--- config.mk ---
export PLATFORM = sky130hd
export DESIGN_NAME = button_debounce_press_classifier
export DESIGN_NICKNAME = d
export VERILOG_FILES = /design/src/rtl/core/bdpc_pkg.sv /design/src/rtl/core/bdpc_classify.sv /design/src/rtl/core/button_debounce_press_classifier.sv
export VERILOG_INCLUDE_DIRS = /design/src /design/src/rtl/core
export SDC_FILE = /design/constraint.sdc
export NUM_CORES = 1
export LEC_CHECK = 0
export ABC_AREA = 1
export BUFFER_PORTS_ARGS = -buffer_cell sky130_fd_sc_hd__buf_2
export CAP_MARGIN = 20
export CORE_ASPECT_RATIO = 0.8
export CORE_UTILIZATION = 40
export CTS_BUF_LIST = sky130_fd_sc_hd__clkbuf_4
export DETAILED_ROUTE_END_ITERATION = 12
export PLACE_DENSITY = 0.67
export SKIP_CTS_REPAIR_TIMING = 1
export SLEW_MARGIN = 20
export SYNTH_ARGS = -nofsm -noshare
export SYNTH_HDL_FRONTEND = slang
export SYNTH_SLANG_ARGS = --single-unit
--- constraint.sdc ---
create_clock -name clk -period 3.5 [get_ports clk]
set_input_delay 0.7 -clock clk [delete_from_list [all_inputs] [get_ports clk]]
set_output_delay 0.7 -clock clk [all_outputs]
set_load 0.005 [all_outputs]
--- src/rtl/core/button_debounce_press_classifier_assert.svh ---
// ----------------------------------------------------------------------------
// button_debounce_press_classifier_assert.svh
// Assertion macros used by the debounce classifier RTL.
// ----------------------------------------------------------------------------
`ifndef BUTTON_DEBOUNCE_PRESS_CLASSIFIER_ASSERT_SVH
`define BUTTON_DEBOUNCE_PRESS_CLASSIFIER_ASSERT_SVH

// same-cycle implication, checked on every rising clock edge
`define BDPC_ASSERT_NOW(label, clock, reset, ante, cons) \
  label: assert property (@(posedge clock) disable iff (reset) (ante) |-> (cons)) \
    else $error("assertion failed: same-cycle implication");

// next-cycle implication
`define BDPC_ASSERT_NEXT(label, clock, reset, ante, cons) \
  label: assert property (@(posedge clock) disable iff (reset) (ante) |=> (cons)) \
    else $error("assertion failed: next-cycle implication");

`endif

--- src/rtl/core/bdpc_pkg.sv ---
// ----------------------------------------------------------------------------
// bdpc_pkg
// Shared types and constants for the button debounce press classifier.
// ----------------------------------------------------------------------------
package bdpc_pkg;

  // configuration register file
  localparam int REG_W    = 16;
  localparam int APB_DW   = 32;
  localparam int APB_AW   = 3;

  localparam logic [REG_W-1:0] DEBOUNCE_RESET   = 16'd50;
  localparam logic [REG_W-1:0] LONG_PRESS_RESET = 16'd1000;

  // register select taken from paddr[2]
  localparam logic REG_DEBOUNCE   = 1'b0;
  localparam logic REG_LONG_PRESS = 1'b1;

  // raw level encoding (active low)
  localparam logic LEVEL_PRESSED  = 1'b0;
  localparam logic LEVEL_RELEASED = 1'b1;

  // press events
  typedef enum logic [1:0] {
    EV_NONE   = 2'd0,
    EV_SINGLE = 2'd1,
    EV_LONG   = 2'd2
  } event_t;

  // one result beat
  typedef struct packed {
    event_t event_res;
    logic   pressed;
  } result_t;

endpackage

--- src/rtl/core/bdpc_classify.sv ---
// ----------------------------------------------------------------------------
// bdpc_classify
// Debounce and hold-time state; computes one result per sample and
// commits the state update when step is high.
// ----------------------------------------------------------------------------
module bdpc_classify #(
  parameter int COUNT_WIDTH = 16
) (
  input  logic                         clk,
  input  logic                         rst,
  input  logic                         step,
  input  logic                         level,
  input  logic [bdpc_pkg::REG_W-1:0]   debounce_ticks,
  input  logic [bdpc_pkg::REG_W-1:0]   long_press_ticks,
  output bdpc_pkg::result_t            res
);

  localparam int CMP_W = (COUNT_WIDTH > bdpc_pkg::REG_W) ? COUNT_WIDTH : bdpc_pkg::REG_W;

  logic                   raw_previous;
  logic                   stable_level;
  logic [COUNT_WIDTH-1:0] quiet_ticks;
  logic [COUNT_WIDTH-1:0] hold_ticks;
  logic                   press_active;

  logic                   stable_level_next;
  logic [COUNT_WIDTH-1:0] quiet_ticks_next;
  logic [COUNT_WIDTH-1:0] hold_ticks_next;
  logic [COUNT_WIDTH-1:0] hold_inc;
  logic                   press_active_next;
  logic                   take_level;
  bdpc_pkg::event_t       ev;

  // next-state and result for the current sample
  always_comb begin
    // quiet counter: restart on a raw edge, else saturating count
    if (level != raw_previous) begin
      quiet_ticks_next = '0;
    end else if (quiet_ticks == {COUNT_WIDTH{1'b1}}) begin
      quiet_ticks_next = quiet_ticks;
    end else begin
      quiet_ticks_next = quiet_ticks + COUNT_WIDTH'(1);
    end

    // hold counter runs while a press is active
    if (press_active && (hold_ticks != {COUNT_WIDTH{1'b1}})) begin
      hold_inc = hold_ticks + COUNT_WIDTH'(1);
    end else begin
      hold_inc = hold_ticks;
    end

    take_level = (CMP_W'(quiet_ticks_next) > CMP_W'(debounce_ticks))
                 && (level != stable_level);

    stable_level_next = stable_level;
    press_active_next = press_active;
    hold_ticks_next   = hold_inc;
    ev                = bdpc_pkg::EV_NONE;

    if (take_level) begin
      stable_level_next = level;
      hold_ticks_next   = '0;
      if (level == bdpc_pkg::LEVEL_PRESSED) begin
        press_active_next = 1'b1;
      end else begin
        press_active_next = 1'b0;
        if (press_active && (CMP_W'(hold_inc) >= CMP_W'(long_press_ticks))) begin
          ev = bdpc_pkg::EV_LONG;
        end else begin
          ev = bdpc_pkg::EV_SINGLE;
        end
      end
    end
  end

  assign res.event_res = ev;
  assign res.pressed   = (stable_level_next == bdpc_pkg::LEVEL_PRESSED);

  // state commit
  always_ff @(posedge clk) begin
    if (rst) begin
      raw_previous <= bdpc_pkg::LEVEL_RELEASED;
      stable_level <= bdpc_pkg::LEVEL_RELEASED;
      quiet_ticks  <= '0;
      hold_ticks   <= '0;
      press_active <= 1'b0;
    end else if (step) begin
      raw_previous <= level;
      stable_level <= stable_level_next;
      quiet_ticks  <= quiet_ticks_next;
      hold_ticks   <= hold_ticks_next;
      press_active <= press_active_next;
    end
  end

endmodule

--- src/rtl/core/button_debounce_press_classifier.sv ---
// ----------------------------------------------------------------------------
// button_debounce_press_classifier: debounce and single/long press events
// Pipeline: input register, combinational classification, result register.
// Throughput: one beat per cycle unless out_stall holds the result; the state commits once per advancing beat.
// Reset: counters clear, levels read released, registers load 50 and 1000.
// ----------------------------------------------------------------------------
`include "button_debounce_press_classifier_assert.svh"

module button_debounce_press_classifier #(
  parameter int COUNT_WIDTH = 16
) (
  input  logic                          clk,
  input  logic                          rst,
  // sample channel
  input  logic                          in_valid,
  output logic                          in_stall,
  input  logic                          level,
  // result channel
  output logic                          out_valid,
  input  logic                          out_stall,
  output logic [1:0]                    event_res,
  output logic                          pressed,
  // configuration port
  input  logic                          psel,
  input  logic                          penable,
  input  logic                          pwrite,
  input  logic [bdpc_pkg::APB_AW-1:0]   paddr,
  input  logic [bdpc_pkg::APB_DW-1:0]   pwdata,
  output logic [bdpc_pkg::APB_DW-1:0]   prdata,
  output logic                          pready
);

  logic [bdpc_pkg::REG_W-1:0] debounce_ticks;
  logic [bdpc_pkg::REG_W-1:0] long_press_ticks;

  logic              s1_valid;
  logic              s1_level;
  logic              out_free;
  logic              advance;
  bdpc_pkg::result_t res;
  bdpc_pkg::result_t out_res;

  // configuration registers
  assign pready = 1'b1;

  always_ff @(posedge clk) begin
    if (rst) begin
      debounce_ticks   <= bdpc_pkg::DEBOUNCE_RESET;
      long_press_ticks <= bdpc_pkg::LONG_PRESS_RESET;
    end else if (psel && penable && pwrite && pready) begin
      case (paddr[2])
        bdpc_pkg::REG_DEBOUNCE:   debounce_ticks   <= pwdata[bdpc_pkg::REG_W-1:0];
        bdpc_pkg::REG_LONG_PRESS: long_press_ticks <= pwdata[bdpc_pkg::REG_W-1:0];
        default: ;
      endcase
    end
  end

  always_comb begin
    case (paddr[2])
      bdpc_pkg::REG_DEBOUNCE:   prdata = bdpc_pkg::APB_DW'(debounce_ticks);
      bdpc_pkg::REG_LONG_PRESS: prdata = bdpc_pkg::APB_DW'(long_press_ticks);
      default:                  prdata = '0;
    endcase
  end

  // pipeline flow control
  assign out_free = !out_valid || !out_stall;
  assign advance  = s1_valid && out_free;
  assign in_stall = s1_valid && !out_free;

  // input register
  always_ff @(posedge clk) begin
    if (rst) begin
      s1_valid <= 1'b0;
    end else if (!in_stall) begin
      s1_valid <= in_valid;
    end
  end

  always_ff @(posedge clk) begin
    if (in_valid && !in_stall) begin
      s1_level <= level;
    end
  end

  // debounce state and classification
  bdpc_classify #(
    .COUNT_WIDTH (COUNT_WIDTH)
  ) u_classify (
    .clk              (clk),
    .rst              (rst),
    .step             (advance),
    .level            (s1_level),
    .debounce_ticks   (debounce_ticks),
    .long_press_ticks (long_press_ticks),
    .res              (res)
  );

  // result register
  always_ff @(posedge clk) begin
    if (rst) begin
      out_valid <= 1'b0;
    end else if (out_free) begin
      out_valid <= s1_valid;
    end
  end

  always_ff @(posedge clk) begin
    if (advance) begin
      out_res <= res;
    end
  end

  assign event_res = out_res.event_res;
  assign pressed   = out_res.pressed;

  // checks
  `BDPC_ASSERT_NOW(a_event_means_released, clk, rst,
                   out_valid && (event_res != bdpc_pkg::EV_NONE), !pressed)
  `BDPC_ASSERT_NOW(a_event_code_legal, clk, rst, out_valid,
                   (event_res == bdpc_pkg::EV_NONE) || (event_res == bdpc_pkg::EV_SINGLE)
                   || (event_res == bdpc_pkg::EV_LONG))
  `BDPC_ASSERT_NEXT(a_advance_gives_beat, clk, rst, advance, out_valid)

endmodule
==> results.cfg, run 1 <==
[global_route]
antenna_found_initial = 0
grt_max_degree = 48
grt_pass1_vias = 3892
grt_pass1_wl_mm = 18.9
grt_use_total_pct = 19.0
grt_overflow = 0

[synth]
synth_cells = 713
synth_top_area_cell = dfxtp_1
async_flop_share_pct = 0
netlist_area_mm2 = 0.00479
synth.distinct_cells = 34
synth_top_area_share_pct = 28.8
synth_area_leaders = dfxtp_1, nand2_1, ha_1
synth.ff_latch_count = 73
yosys_warnings = 0
avgSynthCellArea_um2 = 6.72
yosysSeqAreaShare_pct = 31.3
ys.flop_type = dfxtp_1
synth_edf_count = 4

[outcome]
outcome = finished clean

[flow_run]
max-cap-violations = 0

[route]
drt-vias-per-instance = 4.93
wl_mm = 11.2
dr.pass1.iters = 5
drtIter0Drc = 229
drc_errors = 0
wl_met2_mm = 4.69
final_antenna_net_count = 0
wire_per_inst_um = 12.4
wl_met3_um = 594
num_vias = 4443
wl_met1_mm = 5.80
top_signal_layer_used = met4

[sta]
fin_crit_ps = 3140
tns_ps = 0
finalSetupViolations = 0
hold_viol = 0
worst_pin_slew_ps = 828
rsz0062_at_grt = false
period_share_pct = 89.8
fin_ws_ps = 356
fmax_mhz = 318
maxSlewViolCount = 0
slew_headroom_pct = 44.7
skew_ps = 13.6

[layout]
mostFrequentLayoutCells = nand2_1, inv_1, a21oi_1, o21ai_0, dfxtp_1
fin_nets = 826
drive_gt1_share_pct = 13.5
insertedDiodeCount = 0
final_common_cell = nand2_1
syn_to_final_growth_pct = 9.66

[cts]
cts_buffers = 9
clockBufferDepth = 2
cts_tree = built
htreeDepth = 3
path_clk_slew_ps = 120
cts_root_buf = clkbuf_4
worstSkewPairLatency_ps = 440
cts.sinks = 73

[pwr]
p_switching_w = 0.000556
clkPwrFrac_pct = 33.2
p_leak_nw = 2.55
pwr_density_cell_mw_per_mm2 = 354
ir_worst_vdd_mv = 0.217
p_comb_share_pct = 18.2
seqPwrFrac_pct = 48.5
switching_share_pct = 29.9
internal-power_w = 0.00130

[critical_path]
worstSetupPathType = flop to flop
max_stage_delay_ps = 390
cp_common_cell = nand2_1
crit_path_start_kind = flop
cp_slowest_cell = dfxtp_1
worstPathArrival_ps = 3340
crit_required_ps = 3700
endpoint_kind = flop
crit_buf_inv = 2
cp_max_fo = 4
crit_family = simple AND/OR/NAND/NOR gates
path_cells = ha_1 > nand3_1 > nor2_2 > nand3_1 > nor2_2 > nand2_1 > nand2_1 > nand2_1 > nand3_1 > inv_1 > ha_1 > nand2_1 > nand2_1 > nand3_1 > nand2_1 > a21oi_2 > nand2_2 > nand2_1 > inv_1 > nand2_1 > a21oi_1

[floorplan]
coreArea_mm2 = 0.0116
initial_utilization_pct = 41.3
num_io_pins = 81
dieArea_mm2 = 0.0124
rows = 35
die_x_um = 124
die_h_um = 99.9

[worst_hold_path]
min_path_type = input pin to flop

[placed_design]
portBuffers = 45
dp_slack_ps = 133
place_congestion = 0.826
dp_hpwl_mm = 8.12
==> registers in the layout (all words and copies together) (netlist names), 2 cells and up, named ones only <==
signal / cells
u_classify.hold_ticks: 16
debounce_ticks: 16
event_res: 2
u_classify.quiet_ticks: 16
long_press_ticks: 16
==> worst paths after layout <==
kind	startpoint	slack [ps]	end	depth (start not counted)
min	level	440	s1_level$_DFFE_PP_	1
max	u_classify.quiet_ticks[1]$_SDFFE_PP0P_	360	event_res[0]$_SDFFCE_PN0P_	21
max reg2reg	u_classify.quiet_ticks[1]$_SDFFE_PP0P_	360	event_res[0]$_SDFFCE_PN0P_	21
min reg2reg	long_press_ticks[10]$_SDFFE_PP0P_	490	long_press_ticks[10]$_SDFFE_PP0P_	2
==> Yosys cell counts (13+ instances only) <==
| master | count |
|---|---|
| ha_1 | 34 |
| buf_4 | 17 |
| nand3_1 | 37 |
| dfxtp_1 | 69 |
| nand2_1 | 146 |
| clkbuf_1 | 20 |
| o21ai_0 | 78 |
| inv_2 | 13 |
| a21oi_1 | 80 |
| inv_1 | 99 |
| nor2_1 | 43 |
| xor2_1 | 13 |
==> power by group through the flow <==
stage	clock (W)	sequential (W)	combinational [W]
3_5_place_dp	0	0.000919	0.000327
4_1_cts	0.000634	0.000901	0.000330
2_1_floorplan	0	0.000914	0.000245
6_report	0.000618	0.000902	0.000339
5_1_grt	0.000671	0.000907	0.000390
3_3_place_gp	0	0.000919	0.000324
==> routing by layer <==
metal  vias to the layer above  global-route usage (%)
li1                       2351                       -
met1                      1975                    27.6
met2                       109                    28.2
met3                         8                    4.53
met4                         0                    4.82
met5                         -                       0
==> layout make-up <==
cell class,count,area [µm²]
sequential,73,1500
multi-input combinational,502,2720
clock buffer,12,90.1
fill,1218,6350
tap,148,185
inverter,112,420
timing repair buffer,51,270
clock inverter,4,68.8
==> cells by family (layout without fill, tap and decap cells) <==
| family | after synthesis | in the layout | share of synthesized area, % |
|---|---|---|---|
| other cells | 2 | 17 | 0.157 |
| xor+xnor | 18 | 18 | 3.45 |
| compound gates | 171 | 171 | 18.3 |
| fa+ha+maj | 34 | 34 | 8.88 |
| simple gates | 262 | 262 | 24.3 |
| flops | 73 | 73 | 31.3 |
| buf+inv | 153 | 179 | 13.6 |
==> per-stage QoR <==
step	hold slack [ps]	std cells	total power, W	util, %	cell area, µm²
after global routing	411	902	0.00197	45.3	5250
after global placement	457	886	0.00124	43.7	5070
final	439	902	0.00186	45.3	5250
after CTS	412	902	0.00186	45.1	5230
after detailed placement	462	886	0.00125	43.7	5070
after floorplan	448	728	0.00116	-	4850
No activity file was read; power rests on OpenSTA's default activity.
==> run 2, diff against run 1 <==
==> constraint.sdc (replaced) <==
create_clock -name clk -period 3.5 [get_ports clk]
set_input_delay 0.175 -clock clk [delete_from_list [all_inputs] [get_ports clk]]
set_output_delay 0.175 -clock clk [all_outputs]
set_load 0.005 [all_outputs]
==> results.cfg, run 2 (synthesis gave the netlist of run 1 again) <==
[outcome]
outcome = complete, but fails checks
violations = negative hold slack

[route]
wire_per_inst_um = 12.8
drc_errors = 0
dr.pass1.iters = 5
wl_mm = 11.7
num_vias = 4547
drtIter0Drc = 296
final_antenna_net_count = 0
drt-vias-per-instance = 4.99

[global_route]
grt_pass1_wl_mm = 19.7
grt_overflow = 0
grt_use_total_pct = 19.6
grt_pass1_vias = 4075
antenna_found_initial = 0
grt_max_degree = 48

[cts]
clockBufferDepth = 2
cts_buffers = 9
cts_root_buf = clkbuf_4
cts_tree = built
htreeDepth = 3
path_clk_slew_ps = 130
worstSkewPairLatency_ps = 450
cts.sinks = 73

[critical_path]
cp_common_cell = nand2_1
r2r_start = u_classify.quiet_ticks[1]$_SDFFE_PP0P_
cp.depth = 21
reg2reg_depth = 21
worstPathArrival_ps = 3390
critPathLaunch = u_classify.quiet_ticks[1]$_SDFFE_PP0P_
cp_slowest_cell = dfxtp_1
reg2reg_to = event_res[0]$_SDFFCE_PN0P_
cp_max_fo = 4
max_stage_delay_ps = 390
crit_end = event_res[0]$_SDFFCE_PN0P_
crit_path_start_kind = flop
worstSetupPathType = flop to flop
reg2reg_slack_ps = 310
crit_required_ps = 3690
path_cells = ha_1 > nand3_1 > nor2_4 > nand3_1 > nor2_1 > nand2_1 > nand2_1 > nand2_1 > nand3_1 > inv_1 > ha_1 > nand2_1 > nand2_1 > nand3_1 > nand2_1 > a21oi_2 > nand2_2 > nand2_1 > inv_1 > nand2_1 > a21oi_1
endpoint_kind = flop
crit_buf_inv = 2
crit_family = simple AND/OR/NAND/NOR gates

[placed_design]
dp_hpwl_mm = 8.26
dp.cells = 885
portBuffers = 45
place_congestion = 0.814

[layout]
post-route-util_pct = 45.9
mostFrequentLayoutCells = nand2_1, inv_1, a21oi_1, o21ai_0, dfxtp_1
fin_nets = 835
drive_gt1_share_pct = 13.1
final_common_cell = nand2_1
fin_cells = 911
insertedDiodeCount = 0
fill_cells = 1240
syn_to_final_growth_pct = 11.1

[sta]
hold_viol = 1
finalSetupViolations = 0
worst_pin_slew_ps = 810
period_share_pct = 91.2
skew_ps = 19.0
fin_crit_ps = 3190
rsz0062_at_grt = false
fmax_mhz = 313
whs_ps = -36.7
tns_ps = 0
slew_headroom_pct = 46.0
maxSlewViolCount = 0

[pwr]
internal-power_w = 0.00122
pwr_density_cell_mw_per_mm2 = 337
p_leak_nw = 2.57
clkPwrFrac_pct = 30.2
seqPwrFrac_pct = 50.2
p_comb_share_pct = 19.6
finalPower_w = 0.00180
ir_worst_vdd_mv = 0.193
switching_share_pct = 32.1
p_switching_w = 0.000577

[floorplan]
die_x_um = 124
rows = 35
coreArea_mm2 = 0.0116
dieArea_mm2 = 0.0124
num_io_pins = 81
die_h_um = 99.9
initial_utilization_pct = 41.3

[flow_run]
max-cap-violations = 0

[worst_hold_path]
min_path_type = input pin to flop
## run 2: cell count changes in the layout (fill, tap and decap cells not counted), sizes merged
cell / change
bufinv: -1
buf: -1
dlygate4sd3: +10
clkinv: +2
clkbuf: -2
clkinvlp: +1
## run 2: worst min path at each step
stage	from	endpoint	slack, ps	cells past startpoint
floorplan	level	s1_level$_DFFE_PP_	270	0
global placement	level	s1_level$_DFFE_PP_	350	1
detailed placement	level	s1_level$_DFFE_PP_	350	1
CTS	level	s1_level$_DFFE_PP_	-120	1
global route	pwdata[8]	long_press_ticks[8]$_SDFFE_PP1P_	4	3
finish	pwdata[8]	long_press_ticks[8]$_SDFFE_PP1P_	-40	3
## run 2: worst min-delay path, stage by stage
cell and delay (ps):
buf_2 90, a21oi_1 50, o21ai_0 60
## run 2: area by class of cell
cell class | count | area (µm²) | share of cell area [%]
multi-input cells | 502 | 2720 | 51.1
flip-flops and latches | 73 | 1500 | 28.2
inverters | 112 | 420 | 7.90
repair buffers | 60 | 363 | 6.82
well taps | 148 | 185 | 3.48
clock buffers | 10 | 75.1 | 1.41
clock inverters | 6 | 58.8 | 1.10
## run 2: routing by layer
| layer | part of all wire (%) | track usage [%] | wire length (µm) |
|---|---|---|---|
| met1 | 51 | 28.6 | 6000 |
| met2 | 42 | 29.2 | 4920 |
| met3 | 5.9 | 4.32 | 686 |
| met4 | 0.81 | 4.73 | 95 |
| met5 | 0 | 0 | 0 |
## run 2: per-stage QoR
step	setup WS (ps)	hold slack [ps]	cell area, µm²
2_1_floorplan	842	274	4850
3_3_place_gp	214	354	5060
3_5_place_dp	189	355	5060
4_1_cts	144	-116	5200
5_1_grt	2.10	4.20	5320
6_report	307	-36.7	5320
## run 2: power groups by stage
| stage | Clock [W] | Combinational (W) | Sequential, W |
|---|---|---|---|
| CTS | 0.000556 | 0.000333 | 0.000902 |
| global placement | 0 | 0.000326 | 0.000919 |
| floorplan | 0 | 0.000245 | 0.000914 |
| global route | 0.000592 | 0.000403 | 0.000908 |
| detailed placement | 0 | 0.000330 | 0.000920 |
| finish | 0.000542 | 0.000352 | 0.000902 |
